$ cat src/hw/rtl/pwq_pkg.sv
package pwq_pkg;

  localparam int PRIORITY_LEVELS = 16;
  localparam int THREAD_IDS = 32;

  localparam int OpWidth = 3;
  localparam int StatusWidth = 2;
  localparam int ThreadIdWidth = $clog2(THREAD_IDS);
  localparam int PriorityWidth = $clog2(PRIORITY_LEVELS);
  localparam int SwitchWidth = $clog2(PRIORITY_LEVELS + 1);

  localparam logic [OpWidth-1:0] OP_ENQUEUE  = 3'd0;
  localparam logic [OpWidth-1:0] OP_REMOVE   = 3'd1;
  localparam logic [OpWidth-1:0] OP_BLOCK    = 3'd2;
  localparam logic [OpWidth-1:0] OP_WAKE_ONE = 3'd3;
  localparam logic [OpWidth-1:0] OP_WAKE_ALL = 3'd4;

  typedef enum logic [StatusWidth-1:0] {
    ST_OK        = 2'd0,
    ST_FULL      = 2'd1,
    ST_NOT_FOUND = 2'd2
  } status_t;

  typedef enum logic [2:0] {
    CMD_HOLD,
    CMD_INSERT,
    CMD_REMOVE,
    CMD_MARK,
    CMD_POP
  } cell_cmd_t;

  typedef enum logic [1:0] {
    S_IDLE = 2'b01,
    S_EXEC = 2'b10
  } state_t;

endpackage

$ cat src/hw/rtl/pwq_if.sv
interface pwq_req_if import pwq_pkg::*; ();
  logic                     valid;
  logic                     ready;
  logic [OpWidth-1:0]       operation;
  logic [ThreadIdWidth-1:0] thread_id;
  logic [PriorityWidth-1:0] priority_req;

  modport source(output valid, operation, thread_id, priority_req, input ready);
  modport sink(input valid, operation, thread_id, priority_req, output ready);
endinterface

interface pwq_rsp_if import pwq_pkg::*; ();
  logic                     valid;
  logic                     ready;
  logic [ThreadIdWidth-1:0] entry_id;
  logic                     has_entry;
  logic                     woken;
  logic [SwitchWidth-1:0]   switch_priority;
  logic [StatusWidth-1:0]   result_status;
  logic                     last;

  modport source(output valid, entry_id, has_entry, woken, switch_priority, result_status,
                 last, input ready);
  modport sink(input valid, entry_id, has_entry, woken, switch_priority, result_status,
               last, output ready);
endinterface

$ cat src/hw/rtl/pwq_cell.sv
module pwq_cell import pwq_pkg::*; #(
  parameter int IdWidth = 5,
  parameter int PrioWidth = 4
) (
  input  logic                 clk,
  input  logic                 rst,
  input  cell_cmd_t            cmd,
  input  logic [IdWidth-1:0]   key_id,
  input  logic [PrioWidth-1:0] key_prio,
  input  logic                 left_after,
  input  logic                 left_occ,
  input  logic                 left_sleep,
  input  logic [IdWidth-1:0]   left_id,
  input  logic [PrioWidth-1:0] left_prio,
  input  logic                 right_occ,
  input  logic                 right_sleep,
  input  logic [IdWidth-1:0]   right_id,
  input  logic [PrioWidth-1:0] right_prio,
  input  logic                 hit_in,
  output logic                 occ,
  output logic                 sleep,
  output logic [IdWidth-1:0]   id,
  output logic [PrioWidth-1:0] prio,
  output logic                 after,
  output logic                 hit_out
);

  logic                 occ_next;
  logic                 sleep_next;
  logic [IdWidth-1:0]   id_next;
  logic [PrioWidth-1:0] prio_next;
  logic                 match;

  assign after   = occ && (prio <= key_prio);
  assign match   = occ && (id == key_id);
  assign hit_out = hit_in || match;

  always_comb begin
    occ_next   = occ;
    sleep_next = sleep;
    id_next    = id;
    prio_next  = prio;
    unique case (cmd)
      CMD_INSERT: begin
        if (!after) begin
          if (left_after) begin
            occ_next   = 1'b1;
            sleep_next = 1'b0;
            id_next    = key_id;
            prio_next  = key_prio;
          end else begin
            occ_next   = left_occ;
            sleep_next = left_sleep;
            id_next    = left_id;
            prio_next  = left_prio;
          end
        end
      end
      CMD_REMOVE, CMD_POP: begin
        if (cmd == CMD_POP || hit_out) begin
          occ_next   = right_occ;
          sleep_next = right_sleep;
          id_next    = right_id;
          prio_next  = right_prio;
        end
      end
      CMD_MARK: begin
        if (match && !hit_in) begin
          sleep_next = 1'b1;
        end
      end
      default: begin
      end
    endcase
  end

  always_ff @(posedge clk) begin
    if (rst) begin
      occ   <= 1'b0;
      sleep <= 1'b0;
    end else begin
      occ   <= occ_next;
      sleep <= sleep_next;
    end
  end

  always_ff @(posedge clk) begin
    id   <= id_next;
    prio <= prio_next;
  end

endmodule

$ cat src/hw/rtl/priority_wait_queue.sv
// Channel   Role   Payload
// request   sink   operation, thread_id, priority_req
// response  source entry_id, has_entry, woken, switch_priority, result_status, last
//
// A request is accepted in S_IDLE and applied to the cell row in S_EXEC. Unless stalled,
// a wake emits one response per cycle, one per entry popped, or one with no entry if empty.
// A new request is accepted while the previous response still waits in the output register.
// A stalled response holds the row; rst clears the occupancy and sleeping marks.
module priority_wait_queue import pwq_pkg::*; #(
  parameter int QUEUE_DEPTH = 16
) (
  input logic     clk,
  input logic     rst,
  pwq_req_if.sink request,
  pwq_rsp_if.source response
);

  localparam int IdWidth = $clog2(THREAD_IDS);
  localparam int PrioWidth = $clog2(PRIORITY_LEVELS);
  localparam int HintWidth = $clog2(PRIORITY_LEVELS + 1);
  localparam logic [HintWidth-1:0] HintNone = HintWidth'(PRIORITY_LEVELS);

  state_t               state;
  state_t               state_next;
  logic [OpWidth-1:0]   op_q;
  logic [IdWidth-1:0]   id_q;
  logic [PrioWidth-1:0] prio_q;
  logic [HintWidth-1:0] hint;
  logic [HintWidth-1:0] hint_next;

  logic                 out_valid;
  logic [IdWidth-1:0]   out_id;
  logic                 out_has;
  logic                 out_woken;
  logic [HintWidth-1:0] out_hint;
  status_t              out_status;
  logic                 out_last;

  logic                 accept;
  logic                 fire;
  cell_cmd_t            cmd;
  logic [IdWidth-1:0]   res_id;
  logic                 res_has;
  logic                 res_woken;
  logic [HintWidth-1:0] res_hint;
  status_t              res_status;
  logic                 res_last;

  logic [QUEUE_DEPTH-1:0] occ_vec;
  logic [QUEUE_DEPTH-1:0] sleep_vec;
  logic [QUEUE_DEPTH-1:0] after_vec;
  logic [QUEUE_DEPTH-1:0] hit_vec;
  logic [IdWidth-1:0]     id_arr [QUEUE_DEPTH];
  logic [PrioWidth-1:0]   prio_arr [QUEUE_DEPTH];
  logic                   found;
  logic                   full;
  logic                   empty;

  for (genvar i = 0; i < QUEUE_DEPTH; i++) begin : g_cell
    logic                 l_after;
    logic                 l_occ;
    logic                 l_sleep;
    logic [IdWidth-1:0]   l_id;
    logic [PrioWidth-1:0] l_prio;
    logic                 l_hit;
    logic                 r_occ;
    logic                 r_sleep;
    logic [IdWidth-1:0]   r_id;
    logic [PrioWidth-1:0] r_prio;

    if (i == 0) begin : g_head
      assign l_after = 1'b1;
      assign l_occ   = 1'b0;
      assign l_sleep = 1'b0;
      assign l_id    = '0;
      assign l_prio  = '0;
      assign l_hit   = 1'b0;
    end else begin : g_mid
      assign l_after = after_vec[i-1];
      assign l_occ   = occ_vec[i-1];
      assign l_sleep = sleep_vec[i-1];
      assign l_id    = id_arr[i-1];
      assign l_prio  = prio_arr[i-1];
      assign l_hit   = hit_vec[i-1];
    end

    if (i == QUEUE_DEPTH - 1) begin : g_tail
      assign r_occ   = 1'b0;
      assign r_sleep = 1'b0;
      assign r_id    = '0;
      assign r_prio  = '0;
    end else begin : g_body
      assign r_occ   = occ_vec[i+1];
      assign r_sleep = sleep_vec[i+1];
      assign r_id    = id_arr[i+1];
      assign r_prio  = prio_arr[i+1];
    end

    pwq_cell #(
      .IdWidth(IdWidth),
      .PrioWidth(PrioWidth)
    ) u_cell (
      .clk(clk),
      .rst(rst),
      .cmd(cmd),
      .key_id(id_q),
      .key_prio(prio_q),
      .left_after(l_after),
      .left_occ(l_occ),
      .left_sleep(l_sleep),
      .left_id(l_id),
      .left_prio(l_prio),
      .right_occ(r_occ),
      .right_sleep(r_sleep),
      .right_id(r_id),
      .right_prio(r_prio),
      .hit_in(l_hit),
      .occ(occ_vec[i]),
      .sleep(sleep_vec[i]),
      .id(id_arr[i]),
      .prio(prio_arr[i]),
      .after(after_vec[i]),
      .hit_out(hit_vec[i])
    );
  end

  assign found = hit_vec[QUEUE_DEPTH-1];
  assign full  = occ_vec[QUEUE_DEPTH-1];
  assign empty = !occ_vec[0];

  assign request.ready = (state == S_IDLE);
  assign accept = request.valid && request.ready;
  assign fire = (state == S_EXEC) && (!out_valid || response.ready);

  always_comb begin
    cmd        = CMD_HOLD;
    res_id     = id_q;
    res_has    = 1'b0;
    res_woken  = 1'b0;
    res_hint   = HintNone;
    res_status = ST_OK;
    res_last   = 1'b1;
    if (fire) begin
      unique case (op_q)
        OP_ENQUEUE: begin
          if (full) begin
            res_status = ST_FULL;
          end else begin
            cmd = CMD_INSERT;
          end
        end
        OP_REMOVE: begin
          if (found) begin
            cmd = CMD_REMOVE;
          end else begin
            res_status = ST_NOT_FOUND;
          end
        end
        OP_BLOCK: begin
          if (found) begin
            cmd = CMD_MARK;
          end else if (full) begin
            res_status = ST_FULL;
          end else begin
            cmd = CMD_INSERT;
          end
        end
        OP_WAKE_ONE, OP_WAKE_ALL: begin
          if (!empty) begin
            cmd       = CMD_POP;
            res_id    = id_arr[0];
            res_has   = 1'b1;
            res_woken = sleep_vec[0];
            res_hint  = (sleep_vec[0] && hint == HintNone) ? HintWidth'(prio_arr[0]) : hint;
            res_last  = (op_q == OP_WAKE_ONE) || !occ_vec[1];
          end
        end
        default: begin
        end
      endcase
    end
  end

  always_comb begin
    state_next = state;
    hint_next  = hint;
    unique case (state)
      S_IDLE: begin
        if (accept) begin
          state_next = S_EXEC;
          hint_next  = HintNone;
        end
      end
      S_EXEC: begin
        if (fire) begin
          hint_next = res_hint;
          if (res_last) begin
            state_next = S_IDLE;
          end
        end
      end
      default: begin
        state_next = S_IDLE;
      end
    endcase
  end

  always_ff @(posedge clk) begin
    if (rst) begin
      state     <= S_IDLE;
      out_valid <= 1'b0;
    end else begin
      state <= state_next;
      if (fire) begin
        out_valid <= 1'b1;
      end else if (response.ready) begin
        out_valid <= 1'b0;
      end
    end
  end

  always_ff @(posedge clk) begin
    hint <= hint_next;
    if (accept) begin
      op_q   <= request.operation;
      id_q   <= request.thread_id;
      prio_q <= request.priority_req;
    end
    if (fire) begin
      out_id     <= res_id;
      out_has    <= res_has;
      out_woken  <= res_woken;
      out_hint   <= res_hint;
      out_status <= res_status;
      out_last   <= res_last;
    end
  end

  assign response.valid           = out_valid;
  assign response.entry_id        = out_id;
  assign response.has_entry       = out_has;
  assign response.woken           = out_woken;
  assign response.switch_priority = out_hint;
  assign response.result_status   = out_status;
  assign response.last            = out_last;

  // Occupied cells always form an unbroken run from the head.
  a_packed: assert property (@(posedge clk) disable iff (rst)
    (occ_vec & (occ_vec + QUEUE_DEPTH'(1))) == '0)
    else $error("occupied cells are not contiguous from the head");

  for (genvar i = 1; i < QUEUE_DEPTH; i++) begin : g_sorted
    a_sorted: assert property (@(posedge clk) disable iff (rst)
      occ_vec[i] |-> prio_arr[i-1] <= prio_arr[i])
      else $error("queue is out of priority order");
  end

  a_hint: assert property (@(posedge clk) disable iff (rst)
    fire && res_woken |-> res_hint != HintNone)
    else $error("woken entry without a switch hint");

  a_wake_all_empty: assert property (@(posedge clk) disable iff (rst)
    fire && res_has && res_last && op_q == OP_WAKE_ALL |=> empty)
    else $error("queue not empty after wake all");

endmodule
$ cat src/flat_wrapper.sv
// flat-port wrapper written by rule: the top's interface ports become plain ports
module priority_wait_queue_flat import pwq_pkg::*;
#(
  parameter int QUEUE_DEPTH = 16
)
  (clk, rst, request_valid, request_operation, request_thread_id, request_priority_req, request_ready, response_valid, response_entry_id, response_has_entry, response_woken, response_switch_priority, response_result_status, response_last, response_ready);
  pwq_req_if request_i ();
  pwq_rsp_if response_i ();
  input logic clk;
  input logic rst;
  input wire logic [$bits(request_i.valid)-1:0] request_valid;
  input wire logic [$bits(request_i.operation)-1:0] request_operation;
  input wire logic [$bits(request_i.thread_id)-1:0] request_thread_id;
  input wire logic [$bits(request_i.priority_req)-1:0] request_priority_req;
  output wire logic [$bits(request_i.ready)-1:0] request_ready;
  output wire logic [$bits(response_i.valid)-1:0] response_valid;
  output wire logic [$bits(response_i.entry_id)-1:0] response_entry_id;
  output wire logic [$bits(response_i.has_entry)-1:0] response_has_entry;
  output wire logic [$bits(response_i.woken)-1:0] response_woken;
  output wire logic [$bits(response_i.switch_priority)-1:0] response_switch_priority;
  output wire logic [$bits(response_i.result_status)-1:0] response_result_status;
  output wire logic [$bits(response_i.last)-1:0] response_last;
  input wire logic [$bits(response_i.ready)-1:0] response_ready;
  assign request_i.valid = request_valid;
  assign request_i.operation = request_operation;
  assign request_i.thread_id = request_thread_id;
  assign request_i.priority_req = request_priority_req;
  assign request_ready = request_i.ready;
  assign response_valid = response_i.valid;
  assign response_entry_id = response_i.entry_id;
  assign response_has_entry = response_i.has_entry;
  assign response_woken = response_i.woken;
  assign response_switch_priority = response_i.switch_priority;
  assign response_result_status = response_i.result_status;
  assign response_last = response_i.last;
  assign response_i.ready = response_ready;
  priority_wait_queue #(.QUEUE_DEPTH(QUEUE_DEPTH)) u_core (.clk(clk), .rst(rst), .request(request_i), .response(response_i));
endmodule
$ cat config.mk
export PLATFORM = sky130hd
export DESIGN_NAME = priority_wait_queue_flat
export DESIGN_NICKNAME = d
export VERILOG_FILES = /design/src/hw/rtl/pwq_pkg.sv /design/src/hw/rtl/pwq_if.sv /design/src/hw/rtl/pwq_cell.sv /design/src/hw/rtl/priority_wait_queue.sv /design/src/flat_wrapper.sv
export SDC_FILE = /design/constraint.sdc
export NUM_CORES = 1
export LEC_CHECK = 0
export ABC_CLOCK_PERIOD_IN_PS = 4100
export BUFFER_PORTS_ARGS = -buffer_cell sky130_fd_sc_hd__buf_2
export CAP_MARGIN = 20
export CORE_AREA = 2 2 150 152
export DETAILED_ROUTE_END_ITERATION = 6
export DIE_AREA = 0 0 152 154
export PLACE_DENSITY = 0.89
export SLEW_MARGIN = 10
export SYNTH_ARGS = -nofsm -noshare
export SYNTH_HDL_FRONTEND = slang
export SYNTH_SLANG_ARGS = --single-unit
$ cat constraint.sdc
create_clock -name clk -period 4.1 [get_ports clk]
set_input_delay 0.41 -clock clk [delete_from_list [all_inputs] [get_ports clk]]
set_output_delay 0.41 -clock clk [all_outputs]
set_load 0.03 [all_outputs]
==> run metrics <==
DRC viols 0; Hold Path End u_core.prio_q[2]; row count 54; Boundary Pins 33; number of iterations in the first detailed-routing pass 6; HPWL Detailed 22,510 um; Mean Syn Cell Area 9.662 sq um; clk buf depth 3; wire per inst 20.05 um; die width 152 um; Pint roughly 3.9 mW; Worst R2R Setup Slack between 0.2 and 0.3 ns; placed instance area 13,660 sq um; CTS Root Cell clkbuf_16; clock skew 0.01260 ns; DR iter-0 viols between 1,000 and 1,500; peak supply drop roughly 0.00026 V; #FFs+latches synth 211; Required @ worst endpoint about 4.5 ns; Final Cell Area roughly 14,000 sq um; Initial Utilization 0.6121; post-synthesis sequential area ratio 0.4509; GRT Resource Usage Total 0.2799; fill cell count 1,547; P&R area growth vs syn 8.765%; Primary FF master, synth edfxtp_1; Yosys warning total 0; Max Slew Vio Count 0; core area between 20,000 and 25,000 sq um; dpl ws 0.3953 ns; CP Class flip-flop to flip-flop; final net count 1,470; RSZ-0062 raised after global routing no; cts bufs inserted 24; utilization after layout 0.6657; worst-margin pin slew about 0.93 ns; Synth area leaders edfxtp_1 40%, a21oi_1 8.1%, mux2i_1 7.2%, nor2_1 6.6%, ha_1 5.8%; # setup viols final 0; fmax 0.2606 GHz; TNS Setup 0 ns; htree depth 1; synthesized area 13,280 sq um; CP Launch Type flip-flop; IO Port Bufs 32; Arrival @ worst endpoint 4.23 ns; Worst-Skew Late Latency roughly 0.53 ns; PwrDens 371.7 nW/um^2; Max Cap Viol 0; vias per cell ~6.5; clock power share 0.390; number of synthesized flops with an enable pin 176; gpl congestion 0.8752; vias approximately 11,000; crit path max fanout 99; Pleak 6.044 nW; TritonCTS clock tree built; largest net degree at the start of global routing 100; FF-to-FF End u_core.g_cell[3].u_cell.occ; global-route wire length before repair 54,330 um; Switching Power 1.435 mW; clk slew on worst S/H paths roughly 0.060 ns; sequential share of power 0.467; Yosys cell types a little over 70; clock sink total around 210; initial antenna violation count 0; combinational share of power 0.143; Post-synth ARST share 0; post-route worst setup slack 0.2630 ns; final hold vios 0; hold slack 0.06110 ns; post-synthesis cell count around 1,400; Hold Path Stages 1; share of the synthesized area in the top cell type 0.3981; Switching Fraction 0.2673; Post-Syn Nets 1,452; layout cells sized above 1 0.1078; DRT antenna net count 0; GRT overflow 0; Slew headroom 0.3821; worst hold path type input port to flip-flop; footprint of the multi-input gates 6666 sq um; Register Area 5986 sq um; ANT cells 0; die height around 150 um; DIE AREA 23,410 sq um; total wire length 33,890 um; Hold Buf Count CTS 0; period utilization 0.9358; reg2reg path depth 12; Synth area leader edfxtp_1; status finished clean; number of global-route vias before repair between 10,000 and 15,000; min Tclk post-route roughly 3.8 ns; Hold Startpoint request_priority_req[2]; FF-to-FF Start u_core.id_q[1]; Critical Path End Type flip-flop
-- flip-flops by register name, summed over array words and instances, names as in the netlist --
signal                           count
u_core.g_cell.u_cell.id             80
u_core.g_cell.u_cell.prio           64
u_core.g_cell.u_cell.occ            16
u_core.g_cell.u_cell.sleep          16
u_core.hint                          5
u_core.id_q                          5
u_core.response.entry_id             5
u_core.response.switch_priority      5
u_core.prio_q                        4
u_core.op_q                          3
u_core.response.result_status        2
u_core.state                         2
u_core.response.has_entry            1
u_core.response.last                 1
u_core.response.valid                1
u_core.response.woken                1
-- cells in the final DEF, fill, tap and decap left out, types with 7 or more instances in the layout --
cell type / n
nand2b_1: 19
o21ai_0: 33
nand4_1: 17
edfxtp_1: 176
dfxtp_1: 35
buf_2: 32
a211oi_1: 7
nor2b_1: 19
a21oi_2: 8
and4_1: 15
a21oi_1: 216
and3_1: 15
nand2_1: 90
ha_1: 62
xor2_1: 64
clkbuf_16: 25
buf_4: 50
nor2_1: 232
mux2i_1: 96
a311oi_1: 13
clkbuf_1: 11
o21ai_1: 16
nor4_1: 17
nand3_1: 12
xnor2_1: 17
and2_1: 7
inv_1: 24
-- synthesized netlist by cell type, types with 3 or more instances --
| library cell | count |
|---|---|
| a211oi_1 | 7 |
| a21oi_1 | 216 |
| a21oi_2 | 8 |
| a22oi_1 | 5 |
| a22oi_2 | 5 |
| a311oi_1 | 13 |
| a31o_1 | 3 |
| and2_1 | 7 |
| and3_1 | 15 |
| and4_1 | 15 |
| buf_2 | 38 |
| buf_4 | 9 |
| buf_6 | 9 |
| clkbuf_1 | 33 |
| clkinv_1 | 5 |
| dfxtp_1 | 35 |
| edfxtp_1 | 176 |
| ha_1 | 62 |
| inv_1 | 24 |
| mux2i_1 | 96 |
| nand2_1 | 90 |
| nand2b_1 | 19 |
| nand3_1 | 12 |
| nand4_1 | 17 |
| nor2_1 | 232 |
| nor2b_1 | 19 |
| nor3_1 | 3 |
| nor4_1 | 17 |
| o21ai_0 | 33 |
| o21ai_1 | 16 |
| xnor2_1 | 17 |
| xor2_1 | 64 |
-- cell type report --
type,instances,share of cell area
multi-input cells,1042,0.4617
flip-flops and latches,211,0.4146
clock inverters,6,0.003986
clock buffers,38,0.04809
repair buffers,84,0.03986
well taps,280,0.02426
inverters,29,0.007539
-- critical path, stage by stage (launching register included) --
cell	delay [ns]
edfxtp_1	0.33
buf_4	0.42
xor2_1	0.20
nor4_1	0.08
and3_1	0.19
nor4_2	0.42
and4_4	0.34
a21boi_4	0.11
o21ai_4	0.20
buf_12	0.41
buf_4	0.43
nand2_1	0.12
a311oi_1	0.39
-- metrics by stage --
| step | instances | total power, mW |
|---|---|---|
| 4_1_cts | 1687 | 5.338 |
| 3_5_place_dp | 1643 | 3.291 |
| 5_1_grt | 1690 | 5.526 |
| 2_1_floorplan | 1374 | 3.090 |
| 6_report | 1690 | 5.368 |
| 3_3_place_gp | 1643 | 3.243 |
-- worst max-delay path by stage --
stage,from,to,depth (start not counted)
floorplan,u_core.prio_q[1],u_core.g_cell[0].u_cell.id[0],11
global placement,u_core.id_q[0],u_core.g_cell[5].u_cell.occ,12
detailed placement,u_core.id_q[1],u_core.g_cell[3].u_cell.occ,12
CTS,u_core.id_q[1],u_core.g_cell[3].u_cell.occ,12
global route,u_core.id_q[0],u_core.g_cell[1].u_cell.occ,12
finish,u_core.id_q[1],u_core.g_cell[3].u_cell.occ,12
-- routing by layer --
| layer | share of wire | track usage | up-vias |
|---|---|---|---|
| li1 | - | - | 5013 |
| met1 | 0.41 | 0.3713 | 5275 |
| met2 | 0.48 | 0.4653 | 675 |
| met3 | 0.086 | 0.03974 | 92 |
| met4 | 0.031 | 0.1148 | 0 |
| met5 | 0 | 0 | - |
-- power by group through the flow --
stage,Combinational (mW),Sequential (mW),Clock [mW]
global route,0.842,2.51,2.17
CTS,0.752,2.50,2.08
global placement,0.700,2.54,0
finish,0.766,2.51,2.09
floorplan,0.548,2.54,0
detailed placement,0.743,2.55,0
-- what timing repair did --
item	CTS	global route
setup endpoints to repair	0	1
endpoints found under the hold margin	0	0
gates resized for setup	0	0
buffers inserted	0	3
-- kinds of logic after synthesis --
kind of cell	Yosys count	share of synthesized area
flip-flops	211	0.4509
buffers and inverters	121	0.04750
AND/OR/NAND/NOR	465	0.1649
adder cells (fa/ha/maj)	62	0.05844
multiplexers	96	0.07238
AO/OA/AOI/OAI	338	0.1524
XOR/XNOR	81	0.05344
No activity file was read; power rests on OpenSTA's default activity.
